==> config.mk <==
export PLATFORM = sky130hd
export DESIGN_NAME = boc_ctrl
export DESIGN_NICKNAME = d
export VERILOG_FILES = /design/src/hw/rtl/boc_pkg.sv /design/src/hw/rtl/boc_ctrl.sv
export SDC_FILE = /design/constraint.sdc
export NUM_CORES = 1
export LEC_CHECK = 0
export BUFFER_PORTS_ARGS = -buffer_cell sky130_fd_sc_hd__buf_4
export CORE_AREA = 2 2 39 41
export CTS_CLUSTER_DIAMETER = 50
export CTS_CLUSTER_SIZE = 12
export DETAILED_ROUTE_END_ITERATION = 8
export DIE_AREA = 0 0 41 43
export GPL_TIMING_DRIVEN = 0
export PLACE_DENSITY = 0.77
export SYNTH_ARGS = -nofsm -noshare
export SYNTH_HDL_FRONTEND = slang
export SYNTH_SLANG_ARGS = --single-unit
==> constraint.sdc <==
create_clock -name clk -period 1.1 [get_ports clk]
set_input_delay 0 -clock clk [delete_from_list [all_inputs] [get_ports clk]]
set_output_delay 0 -clock clk [all_outputs]
set_load 0.005 [all_outputs]
==> src/hw/rtl/boc_pkg.sv <==
// boc_pkg: shared types and codes for the binary opening check block
// request/response payloads, register indexes, controller states and command bundles
// no dependencies
`default_nettype none

package boc_pkg;

    // request function codes
    localparam logic [1:0] FUNC_WRITE = 2'd0;
    localparam logic [1:0] FUNC_CHECK = 2'd1;
    localparam logic [1:0] FUNC_READ  = 2'd2;

    // response kinds
    localparam logic KIND_VERDICT = 1'b0;
    localparam logic KIND_READ    = 1'b1;

    // configuration port
    localparam int CFG_IDX_W  = 1;
    localparam int CFG_DATA_W = 8;
    localparam logic [CFG_IDX_W-1:0] REG_ROWS = 1'd0;
    localparam logic [CFG_IDX_W-1:0] REG_COLS = 1'd1;
    localparam logic [7:0] DIM_RESET = 8'd1;

    typedef struct packed {
        logic [1:0] func;
        logic [6:0] row;
        logic [6:0] col;
        logic       pixel;
    } req_t;

    typedef struct packed {
        logic kind;
        logic possible;
        logic eroded_pixel;
    } rsp_t;

    typedef enum logic [3:0] {
        ST_IDLE,
        ST_RD_OUT,
        ST_E_RD,
        ST_E_ACC,
        ST_E_WR,
        ST_O_RD,
        ST_O_ACC,
        ST_O_CTR,
        ST_O_CMP,
        ST_VERDICT
    } state_t;

    // controller to datapath
    typedef struct packed {
        logic io_wr;        // store request pixel in source image
        logic io_rd;        // read eroded image at request position
        logic pix_clr;      // restart pixel scan
        logic pix_next;     // advance pixel scan
        logic nb_clr;       // restart window walk
        logic acc_init;     // accumulator value on window restart
        logic nb_next;      // advance window walk
        logic nb_rd;        // read both images at window position
        logic acc_ero;      // fold source neighbour into erosion
        logic acc_open;     // fold eroded neighbour into dilation
        logic ero_wr;       // write eroded pixel
        logic ctr_rd;       // read source at centre pixel
        logic cmp;          // compare opening against source
        logic verdict_init; // set verdict before a check
        logic out_verdict;  // load verdict response
        logic out_read;     // load read response
    } cmd_t;

    // datapath to controller
    typedef struct packed {
        logic empty;
        logic nb_last;
        logic pix_last;
        logic out_free;
    } sts_t;

endpackage

`default_nettype wire

==> src/hw/rtl/boc_ctrl.sv <==
// boc_ctrl: sequencer for load, read and check requests
// drives boc_datapath through cmd_t, watches sts_t; uses boc_pkg
`default_nettype none

module boc_ctrl (
    input  wire            clk,
    input  wire            rst_n,
    input  wire            req_valid,
    output logic           req_ready,
    input  wire [1:0]      req_func,
    input  boc_pkg::sts_t  sts,
    output boc_pkg::cmd_t  cmd
);
    import boc_pkg::*;

    state_t state_reg;
    state_t state_next;

    always_ff @(posedge clk or negedge rst_n)
    begin
        if (!rst_n)
        begin
            state_reg <= ST_IDLE;
        end
        else
        begin
            state_reg <= state_next;
        end
    end

    always_comb
    begin
        state_next = state_reg;
        cmd        = '0;
        req_ready  = 1'b0;
        unique case (state_reg)
            ST_IDLE:
            begin
                req_ready = 1'b1;
                if (req_valid)
                begin
                    unique case (req_func)
                        FUNC_WRITE:
                        begin
                            cmd.io_wr = 1'b1;
                        end
                        FUNC_CHECK:
                        begin
                            cmd.verdict_init = 1'b1;
                            cmd.pix_clr      = 1'b1;
                            cmd.nb_clr       = 1'b1;
                            cmd.acc_init     = 1'b1;
                            state_next = sts.empty ? ST_VERDICT : ST_E_RD;
                        end
                        FUNC_READ:
                        begin
                            cmd.io_rd  = 1'b1;
                            state_next = ST_RD_OUT;
                        end
                        default:
                        begin
                            state_next = ST_IDLE;
                        end
                    endcase
                end
            end
            ST_RD_OUT:
            begin
                if (sts.out_free)
                begin
                    cmd.out_read = 1'b1;
                    state_next   = ST_IDLE;
                end
            end
            ST_E_RD:
            begin
                cmd.nb_rd  = 1'b1;
                state_next = ST_E_ACC;
            end
            ST_E_ACC:
            begin
                cmd.acc_ero = 1'b1;
                if (sts.nb_last)
                begin
                    state_next = ST_E_WR;
                end
                else
                begin
                    cmd.nb_next = 1'b1;
                    state_next  = ST_E_RD;
                end
            end
            ST_E_WR:
            begin
                cmd.ero_wr = 1'b1;
                cmd.nb_clr = 1'b1;
                if (sts.pix_last)
                begin
                    cmd.pix_clr = 1'b1;
                    state_next  = ST_O_RD;
                end
                else
                begin
                    cmd.pix_next = 1'b1;
                    cmd.acc_init = 1'b1;
                    state_next   = ST_E_RD;
                end
            end
            ST_O_RD:
            begin
                cmd.nb_rd  = 1'b1;
                state_next = ST_O_ACC;
            end
            ST_O_ACC:
            begin
                cmd.acc_open = 1'b1;
                if (sts.nb_last)
                begin
                    state_next = ST_O_CTR;
                end
                else
                begin
                    cmd.nb_next = 1'b1;
                    state_next  = ST_O_RD;
                end
            end
            ST_O_CTR:
            begin
                cmd.ctr_rd = 1'b1;
                state_next = ST_O_CMP;
            end
            ST_O_CMP:
            begin
                cmd.cmp = 1'b1;
                if (sts.pix_last)
                begin
                    state_next = ST_VERDICT;
                end
                else
                begin
                    cmd.pix_next = 1'b1;
                    cmd.nb_clr   = 1'b1;
                    state_next   = ST_O_RD;
                end
            end
            ST_VERDICT:
            begin
                if (sts.out_free)
                begin
                    cmd.out_verdict = 1'b1;
                    state_next      = ST_IDLE;
                end
            end
            default:
            begin
                state_next = ST_IDLE;
            end
        endcase
    end

endmodule

`default_nettype wire

==> summary.md, run 1 <==
| Metric | Value |
|---|---|
| Largest register FFs | 4 |
| Crit-path max cell delay | approximately 0.41 ns |
| Fraction of layout cells with a size suffix above 1 | 65.5% |
| First-pass GRT wire length | 2.58 mm |
| Initial DRC Count | 10 |
| Failing checks | setup timing |
| Dpl cell area | about 730 um2 |
| Final Worst Setup Slack | -0.375 ns |
| Leakage power total | approximately 0.54 nW |
| Crit start category | flop |
| Max clock buf depth | 2 |
| CTS tree | yes |
| Skew-Pair Late Insertion Delay | around 0.23 ns |
| Ports | 26 |
| Net switching power | between 0.8 and 0.9 mW |
| Die X | between 40 and 50 um |
| Reg area | 103 um2 |
| Post-synth net total | slightly above 80 |
| CP endpoint kind | output port |
| Part of the cycle the worst path needs | 134% |
| Compound-Gate Fraction of Synth Area | 29.1% |
| Area of the multi-input gates | between 400 and 500 um2 |
| Synth Flop Type | dfrtp_1 |
| Slowest CP cell | dfrtp_1 |
| Post-Synth Adder-Cell Area | 7.46% |
| Post-synth EDFFs | 0 |
| Power Density | between 1500 and 2000 nW/um2 |
| Residual DRC count | 0 |
| Simple-gate portion of the synthesized area | roughly 33% |
| Die Y | between 40 and 50 um |
| Average wire per standard cell | 14.7 um |
| Slew Viols, Final | 0 |
| Top post-synthesis cells by count | 7 x inv_1, 5 x a21oi_1, 5 x nor2_1 |
| Area leader, netlist | dfrtp_1 |
| First-pass iteration count of the detailed router | 4 |
| Fill cell count | between 90 and 100 |
| Comb power frac | ~79% |
| Largest family of logic cells by synthesized area | simple AND/OR/NAND/NOR gates |
| Power share of the sequential group | between 10% and 20% |
| Final ANT Viol Nets | 0 |
| IO Port Bufs | 25 |
| Core area | ~1400 um2 |
| WP data required | between 1 and 1.5 ns |
| Vias in the first global route | around 600 |
| Overflow after GRT | 0 |
| Critical path class | flop to output port |
| Actual slew at the worst max-slew pin | between 0.2 and 0.3 ns |
| Crit Path Max Fanout | 5 |
| Fin crit period | 1.47 ns |
| Status | finished with violations |
| Syn Area/Cell | 7.19 um2 |
| Cells after synthesis | 70 |
| Via density | between 5 and 6 |
| Pin count of the biggest net entering global routing | 11 |
| Top-area cell type share of the netlist area | between 10% and 20% |
| Ant diodes | 0 |
| Yosys cell types | 31 |
| Initial antenna violation count | 0 |
| Top-count cell post-synth | inv_1 |
| Async set-or-reset flop fraction in the synthesized netlist | 100% |
| Clock Power Share | between 8 and 9% |
| H-tree depth | 1 |
| CP Cell Sequence | nand2b_4 > or3_4 > o211ai_1 > buf_4 |
| Clock transition at path regs | 0.04 ns |
| YS warnings | 0 |
| Max_cap viols | 0 |
| Final core occ | between 70% and 80% |
| Worst VDD drop | 1460 uV |
| Initial core utilization | between 30% and 40% |
| Yosys reg bits | 4 |
| Final number of setup-violating endpoints | 21 |
| DR vias | a little over 700 |
| Worst hold path class | input pin to flop |
| Post-synthesis xor/xnor area fraction | 0% |
| # rows | 14 |
| RePlAce Congestion | between 0.8 and 0.9 |
| Final hold vios | 0 |
| Aggregate global-route resource usage | 21.3% |
| Switching share of power | between 40 and 50% |
| Final-stage net count | 130 |
| Hpwl dp | about 1.0 mm |
| Slew margin rel. | about 80% |
| Post-route cell area | roughly 1100 um2 |
| CTS Sinks | 4 |
| Sequential area share after synthesis | around 20% |
| Leading cell types by total area after synthesis | dfrtp_1 20%, ha_1 7.5%, inv_1 5.2% |
| Layout area overhead | 117% |
| DIE AREA | approximately 1800 um2 |
| Fmax achieved | around 680 MHz |
| Cell area after synthesis | a little over 500 um2 |
| CTS Buf Count | 3 |
| Multiplexer area fraction after synthesis | 0% |
| RSZ-0062 raised after global routing | yes |
| Int Power | around 1.2 mW |
| Post-Route WL | 1.94 mm |
| Root Driver | clkbuf_4 |
| Fin Clk Skew | 0.00363 ns |
| Worst Path Arrival | 1.47 ns |
final timing paths:
kind,from,cells after the start,slack (ns),to
min in group asynchronous,rst_n,2,0.11,state_reg[1]
worst max register to register,state_reg[0],6,-0.36,state_reg[0]
worst min register to register,state_reg[3],2,0.73,state_reg[2]
worst max-delay path,state_reg[3],4,-0.37,cmd[11]
worst min-delay path,sts[1],2,0.04,state_reg[2]
max in group asynchronous,rst_n,2,0.88,state_reg[0]
logic make-up (layout without fill, tap and decap cells):
logic type,after synthesis,count (layout)
AND/OR/NAND/NOR,29,29
AO/OA/AOI/OAI,22,22
buffers and inverters,12,58
flip-flops,4,4
adder cells (fa/ha/maj),3,3
through the flow:
step	TNS (ns)	total power, mW	hold WS [ns]	setup WS [ns]	cells
after floorplan	-0.272	0.857	-0.296	-0.106	70
after global placement	-1.84	1.19	-0.205	-0.224	111
after detailed placement	-1.92	1.19	-0.204	-0.219	111
after CTS	-4.49	1.67	0.0423	-0.366	121
after global routing	-6.96	2.23	0.0588	-0.438	132
final	-5.91	2.10	0.0422	-0.375	132
area by class of cell:
class | count | share of cell area [%]
sequential | 4 | 9.41
timing repair buffer | 43 | 34.0
multi-input combinational | 54 | 44.7
tap | 16 | 1.84
clock buffer | 3 | 2.07
buffer | 4 | 4.82
inverter | 8 | 3.21
power groups by stage:
| stage | Clock [mW] | Combinational (mW) | Sequential (mW) |
|---|---|---|---|
| after floorplan | 0 | 0.609 | 0.248 |
| after global placement | 0 | 0.929 | 0.260 |
| after detailed placement | 0 | 0.933 | 0.262 |
| after CTS | 0.181 | 1.23 | 0.258 |
| after global routing | 0.190 | 1.78 | 0.261 |
| final | 0.179 | 1.66 | 0.256 |
cell usage in the layout, fill, tap and decap left out, types with 3 or more instances in the layout:
cell type  count
buf_4         30
buf_6         14
inv_1          6
nor2_4         3
o211ai_1       3
a21oi_1        3
ha_1           3
clkbuf_4       3
routing by layer:
metal  track usage (%)  wire length, um  vias to the layer above
met5                 0                0                        -
met4              8.67                8                        0
met3              5.76              100                        2
met2              33.4             1040                       29
met1              26.1              794                      336
li1                  -                -                      350
worst max-delay path, delay by kind of cell, from the launching register on:
kind | cells | cell delay (ns)
DFF | 1 | 0.41
AOI/OAI and AO/OA | 1 | 0.11
and+or+nand+nor | 2 | 0.57
buffers and inverters | 1 | 0.14
timing repair:
item / 4_1_cts / 5_1_grt
gates resized for setup: 22 / 29
hold buffers: 1 / 0
pin swaps: 7 / 15
setup buffers: 6 / 11
endpoints found under the setup margin: 21 / 21
endpoints found under the hold margin: 4 / 0
(Power assumes the default switching activity.)
==> run 2: changes to the inputs <==
--- a/config.mk
+++ b/config.mk
@@ -12,6 +12,7 @@
 export DETAILED_ROUTE_END_ITERATION = 8
 export DIE_AREA = 0 0 41 43
 export GPL_TIMING_DRIVEN = 0
+export MAX_ROUTING_LAYER = met4
 export PLACE_DENSITY = 0.77
 export SYNTH_ARGS = -nofsm -noshare
 export SYNTH_HDL_FRONTEND = slang
==> summary.md, run 2 (synthesized netlist as in run 1, its figures left out) <==
| Metric | Value |
|---|---|
| # rows | 14 (unchanged) |
| Root Driver | clkbuf_4 (unchanged) |
| Skew-Pair Late Insertion Delay | 0.24 ns (was 0.23 ns) |
| Fill cell count | 91 (unchanged) |
| Setup TNS | -5.96 ns (was -5.91 ns) |
| CTS Sinks | 4 (unchanged) |
| Worst r2r path cells | 6 (unchanged) |
| Average wire per standard cell | 14.8 um (was 14.7 um) |
| Fraction of layout cells with a size suffix above 1 | 65.5% (unchanged) |
| Fin crit period | 1.48 ns (was 1.47 ns) |
| Fin Clk Skew | 0.00466 ns (was 0.00363 ns) |
| Buf+Inv Stages, Crit Path | 1 (unchanged) |
| Reg-to-Reg End | state_reg[0] (unchanged) |
| Power Density | 1930 nW/um2 (was 1920 nW/um2) |
| IO Port Bufs | 25 (unchanged) |
| CTS Buf Count | 3 (unchanged) |
| GR peak layer | met2 (unchanged) |
| Worst hold path class | input pin to flop (unchanged) |
| Final hold vios | 0 (unchanged) |
| Leakage power total | 0.536 nW (unchanged) |
| Failing checks | setup timing (unchanged) |
| Final core occ | 78.8% (unchanged) |
| CP endpoint kind | output port (unchanged) |
| Final Worst Setup Slack | -0.380 ns (was -0.375 ns) |
| Max_cap viols | 0 (unchanged) |
| Final ANT Viol Nets | 0 (unchanged) |
| Reg area | 103 um2 (unchanged) |
| Residual DRC count | 0 (unchanged) |
| Final-stage net count | 130 (unchanged) |
| Post-Route WL | 1.96 mm (was 1.94 mm) |
| Area of the multi-input gates | 487 um2 (unchanged) |
| Part of the cycle the worst path needs | 135% (was 134%) |
| Die X | 41 um (unchanged) |
| Worst reg2reg startpoint | state_reg[0] (unchanged) |
| Aggregate global-route resource usage | 21.8% (was 21.3%) |
| Overflow after GRT | 0 (unchanged) |
| Cells on Worst Hold Path | 2 (unchanged) |
| Fmax achieved | 676 MHz (was 678 MHz) |
| Commonest non-fill, non-tap cell in the layout | buf_4 (unchanged) |
| Core area | 1380 um2 (unchanged) |
| DIE AREA | 1760 um2 (unchanged) |
| Crit Path Max Fanout | 5 (unchanged) |
| Ant diodes | 0 (unchanged) |
| Commonest cells after routing, fill and taps aside | 30 x buf_4, 14 x buf_6, 6 x inv_1 (unchanged) |
| Slew Viols, Final | 0 (unchanged) |
| WP data required | 1.10 ns (about the same) |
| Initial DRC Count | 4 (was 10) |
| Crit path max-delay family | simple AND/OR/NAND/NOR gates (unchanged) |
| First-pass iteration count of the detailed router | 4 (unchanged) |
| Crit start category | flop (unchanged) |
| Met1 usage | 26.4% (was 26.1%) |
| Ports | 26 (unchanged) |
| Max clock buf depth | 2 (unchanged) |
| Final number of setup-violating endpoints | 21 (unchanged) |
| Via density | 5.46 (was 5.43) |
| RePlAce Congestion | 0.857 (was 0.844) |
| Actual slew at the worst max-slew pin | 0.299 ns (about the same) |
| CTS tree | yes (unchanged) |
| Pin count of the biggest net entering global routing | 11 (unchanged) |
| Dpl ws | -0.219 ns (unchanged) |
| Crit-path max cell delay | 0.42 ns (was 0.41 ns) |
| H-tree depth | 1 (unchanged) |
| GR Util met3 | 5.24% (was 5.76%) |
| First-pass GRT wire length | 2.58 mm (unchanged) |
| HP Start | sts[1] (unchanged) |
| Layout area overhead | 117% (unchanged) |
| Slew margin rel. | 80.0% (about the same) |
| Vias in the first global route | 599 (unchanged) |
| CP Cell Sequence | nand2b_4 > or3_4 > o211ai_1 > buf_4 (unchanged) |
| Critical path class | flop to output port (unchanged) |
| Hpwl dp | 1.04 mm (unchanged) |
| R2R Setup Slk | -0.36 ns (about the same) |
| M2 GR Usage | 33.4% (unchanged) |
| Initial core utilization | 36.3% (unchanged) |
| Initial antenna violation count | 0 (unchanged) |
| Die Y | 43 um (unchanged) |
| Slowest CP cell | dfrtp_1 (unchanged) |
| Min Hold Slack | 0.0414 ns (was 0.0422 ns) |
| Clock transition at path regs | 0.04 ns (about the same) |
| Largest register FFs | 4 (unchanged) |
| Worst VDD drop | 1460 uV (about the same) |
| Status | finished with violations (unchanged) |
| RSZ-0062 raised after global routing | yes (unchanged) |
| Worst Path Arrival | 1.48 ns (was 1.47 ns) |
| Hold endpoint | state_reg[2] (unchanged) |
| DR vias | 721 (was 717) |
-- run 2: final cells by class --
cell class / count / share of cell area, %
repair buffers: 43 / 34.0
well taps: 16 / 1.84
flip-flops and latches: 4 / 9.41
multi-input cells: 54 / 44.7
plain buffers: 4 / 4.82
clock buffers: 3 / 2.07
inverters: 8 / 3.21
-- run 2: worst max-delay path by stage --
stage | start | endpoint | cells after the start
floorplan | state_reg[2] | state_reg[0] | 4
global placement | state_reg[2] | state_reg[0] | 4
detailed placement | state_reg[3] | state_reg[3] | 4
CTS | state_reg[2] | cmd[11] | 5
global route | state_reg[0] | state_reg[0] | 6
finish | state_reg[3] | cmd[11] | 4
-- run 2: report_power, final --
part | internal [mW] | switching [mW]
Combinational | 0.897 | 0.769
Sequential | 0.194 | 0.0630
Clock | 0.122 | 0.0592
-- run 2: routing by layer --
metal  up-vias  wire [um]
met1       341        813
met4         0          8
met2        27       1050
met5         -          0
li1        351          -
met3         2         87
-- run 2: through the flow --
step / area (um2) / instances / total power [mW]
2_1_floorplan: 526 / 70 / 0.857
3_3_place_gp: 733 / 111 / 1.19
3_5_place_dp: 733 / 111 / 1.19
4_1_cts: 891 / 121 / 1.67
5_1_grt: 1090 / 132 / 2.24
6_report: 1090 / 132 / 2.10
-- run 2: what timing repair did --
action                                  4_1_cts  5_1_grt
hold buffers                                  1        0
pin swaps                                     7       15
endpoints found under the setup margin       21       21
setup buffers                                 6       11
hold endpoints to repair                      4        0
resized for setup                            22       29
==> run 3: changes to the inputs <==
--- a/config.mk
+++ b/config.mk
@@ -14,6 +14,7 @@
 export GPL_TIMING_DRIVEN = 0
 export MAX_ROUTING_LAYER = met4
 export PLACE_DENSITY = 0.77
+export RECOVER_POWER = 25
 export SYNTH_ARGS = -nofsm -noshare
 export SYNTH_HDL_FRONTEND = slang
 export SYNTH_SLANG_ARGS = --single-unit
==> summary.md, run 3 (synthesized netlist as in run 1, its figures left out) <==
| Metric | Value |
|---|---|
| Worst Setup EP | cmd[11] (unchanged) |
| DR vias | 723 (was 721) |
| Average wire per standard cell | 14.8 um (about the same) |
| WP data required | 1.10 ns (about the same) |
| Slowest CP cell | dfrtp_1 (unchanged) |
| Fin Clk Skew | 0.00479 ns (was 0.00466 ns) |
| Critical path class | flop to output port (unchanged) |
| Setup TNS | -5.97 ns (was -5.96 ns) |
| Crit start category | flop (unchanged) |
| # rows | 14 (unchanged) |
| CTS Buf Count | 3 (unchanged) |
| Commonest non-fill, non-tap cell in the layout | buf_4 (unchanged) |
| Worst hold path class | input pin to flop (unchanged) |
| Worst Setup SP | state_reg[3] (unchanged) |
| Final hold vios | 0 (unchanged) |
| Pin count of the biggest net entering global routing | 11 (unchanged) |
| Crit path max-delay family | simple AND/OR/NAND/NOR gates (unchanged) |
| Actual slew at the worst max-slew pin | 0.299 ns (unchanged) |
| Fmax achieved | 675 MHz (was 676 MHz) |
| Die Y | 43 um (unchanged) |
| Layout Cells excl Fill | 132 (unchanged) |
| Final Worst Setup Slack | -0.381 ns (was -0.380 ns) |
| Largest register FFs | 4 (unchanged) |
| IO Port Bufs | 25 (unchanged) |
| Final ANT Viol Nets | 0 (unchanged) |
| Initial core utilization | 36.3% (unchanged) |
| Aggregate global-route resource usage | 21.8% (unchanged) |
| DIE AREA | 1760 um2 (unchanged) |
| Max clock buf depth | 2 (unchanged) |
| Post-Route WL | 1.96 mm (about the same) |
| Worst VDD drop | 1460 uV (about the same) |
| First-pass iteration count of the detailed router | 4 (unchanged) |
| Reg-to-Reg End | state_reg[0] (unchanged) |
| Fill cell count | 93 (was 91) |
| Worst r2r path cells | 6 (unchanged) |
| CP endpoint kind | output port (unchanged) |
| Crit Path Max Fanout | 5 (unchanged) |
| Crit-path max cell delay | 0.42 ns (about the same) |
| Dpl cells | 111 (unchanged) |
| Core area | 1380 um2 (unchanged) |
| Ports | 26 (unchanged) |
| Fraction of layout cells with a size suffix above 1 | 64.7% (was 65.5%) |
| Status | finished with violations (unchanged) |
| RSZ-0062 raised after global routing | yes (unchanged) |
| Final core occ | 78.5% (was 78.8%) |
| Reg area | 103 um2 (unchanged) |
| Worst path depth | 4 (unchanged) |
| Clock transition at path regs | 0.04 ns (about the same) |
| First-pass GRT wire length | 2.58 mm (unchanged) |
| Worst Path Arrival | 1.48 ns (about the same) |
| Buf+Inv Stages, Crit Path | 1 (unchanged) |
| Dpl ws | -0.219 ns (unchanged) |
| CTS tree | yes (unchanged) |
| Root Driver | clkbuf_4 (unchanged) |
| Initial DRC Count | 4 (unchanged) |
| Skew-Pair Late Insertion Delay | 0.24 ns (about the same) |
| CTS Sinks | 4 (unchanged) |
| Slew Viols, Final | 0 (unchanged) |
| Failing checks | setup timing (unchanged) |
| Vias in the first global route | 599 (unchanged) |
| Fin crit period | 1.48 ns (about the same) |
| Overflow after GRT | 0 (unchanged) |
| R2R Setup Slk | -0.37 ns (was -0.36 ns) |
| Slew margin rel. | 80.0% (unchanged) |
| Residual DRC count | 0 (unchanged) |
| Max_cap viols | 0 (unchanged) |
| H-tree depth | 1 (unchanged) |
| CP Cell Sequence | nand2b_4 > or3_4 > o211ai_1 > buf_4 (unchanged) |
| Leakage power total | 0.532 nW (was 0.536 nW) |
| Power Density | 1940 nW/um2 (was 1930 nW/um2) |
| RePlAce Congestion | 0.857 (unchanged) |
| Ant diodes | 0 (unchanged) |
| Commonest cells after routing, fill and taps aside | 29 x buf_4, 14 x buf_6, 6 x inv_1 (was 30 x buf_4, 14 x buf_6, 6 x inv_1) |
| Initial antenna violation count | 0 (unchanged) |
| Layout area overhead | 116% (was 117%) |
| Min Hold Slack | 0.0411 ns (was 0.0414 ns) |
| Part of the cycle the worst path needs | 135% (about the same) |
| Final number of setup-violating endpoints | 21 (unchanged) |
| Die X | 41 um (unchanged) |
| Final-stage net count | 130 (unchanged) |
| Worst reg2reg startpoint | state_reg[0] (unchanged) |
| Via density | 5.48 (was 5.46) |
| Hpwl dp | 1.04 mm (unchanged) |
| Area of the multi-input gates | 487 um2 (unchanged) |
run 3: cell types whose count changed in the layout (fill, tap and decap cells not counted), sizes merged:
cell	delta
clkbuf	+1
buf	-1
run 3: area by class of cell:
cell class	count	area share [%]
Tap cell	16	1.84
Clock buffer	3	2.07
Inverter	8	3.23
Timing Repair Buffer	43	33.8
Buffer	4	4.84
Sequential cell	4	9.45
Multi-Input combinational cell	54	44.8
run 3: where the power goes:
part	switching [mW]	total, mW	internal (mW)
registers	0.0626	0.256	0.194
logic	0.769	1.66	0.895
clock network	0.0596	0.182	0.122
run 3: how the worst min path moves through the flow:
stage	to	cells after the start	start	slack (ns)
after CTS	state_reg[2]	2	sts[1]	0.04
after global placement	state_reg[2]	1	rst_n	-0.20
after detailed placement	state_reg[0]	1	rst_n	-0.20
after global routing	state_reg[2]	2	sts[1]	0.06
after floorplan	state_reg[0]	0	rst_n	-0.30
final	state_reg[2]	2	sts[1]	0.04
run 3: layer usage:
| layer | vias to the layer above | global-route usage (%) | share of wire, % |
|---|---|---|---|
| li1 | 352 | - | - |
| met1 | 342 | 26.4 | 42 |
| met2 | 27 | 33.4 | 53 |
| met3 | 2 | 5.24 | 4.4 |
| met4 | 0 | 8.67 | 0.41 |
| met5 | - | - | 0 |
run 3: metrics by stage:
| step | instance area, um2 | total power [mW] |
|---|---|---|
| after floorplan | 526 | 0.857 |
| after global placement | 733 | 1.19 |
| after detailed placement | 733 | 1.19 |
| after CTS | 891 | 1.67 |
| after global routing | 1090 | 2.23 |
| final | 1090 | 2.10 |
run 3: timing repair:
action,in CTS,in global routing
resized for setup,22,29
hold buffers,1,0
pin swaps,7,15
setup buffers,6,11
endpoints found under the hold margin,4,0
endpoints found under the setup margin,21,21
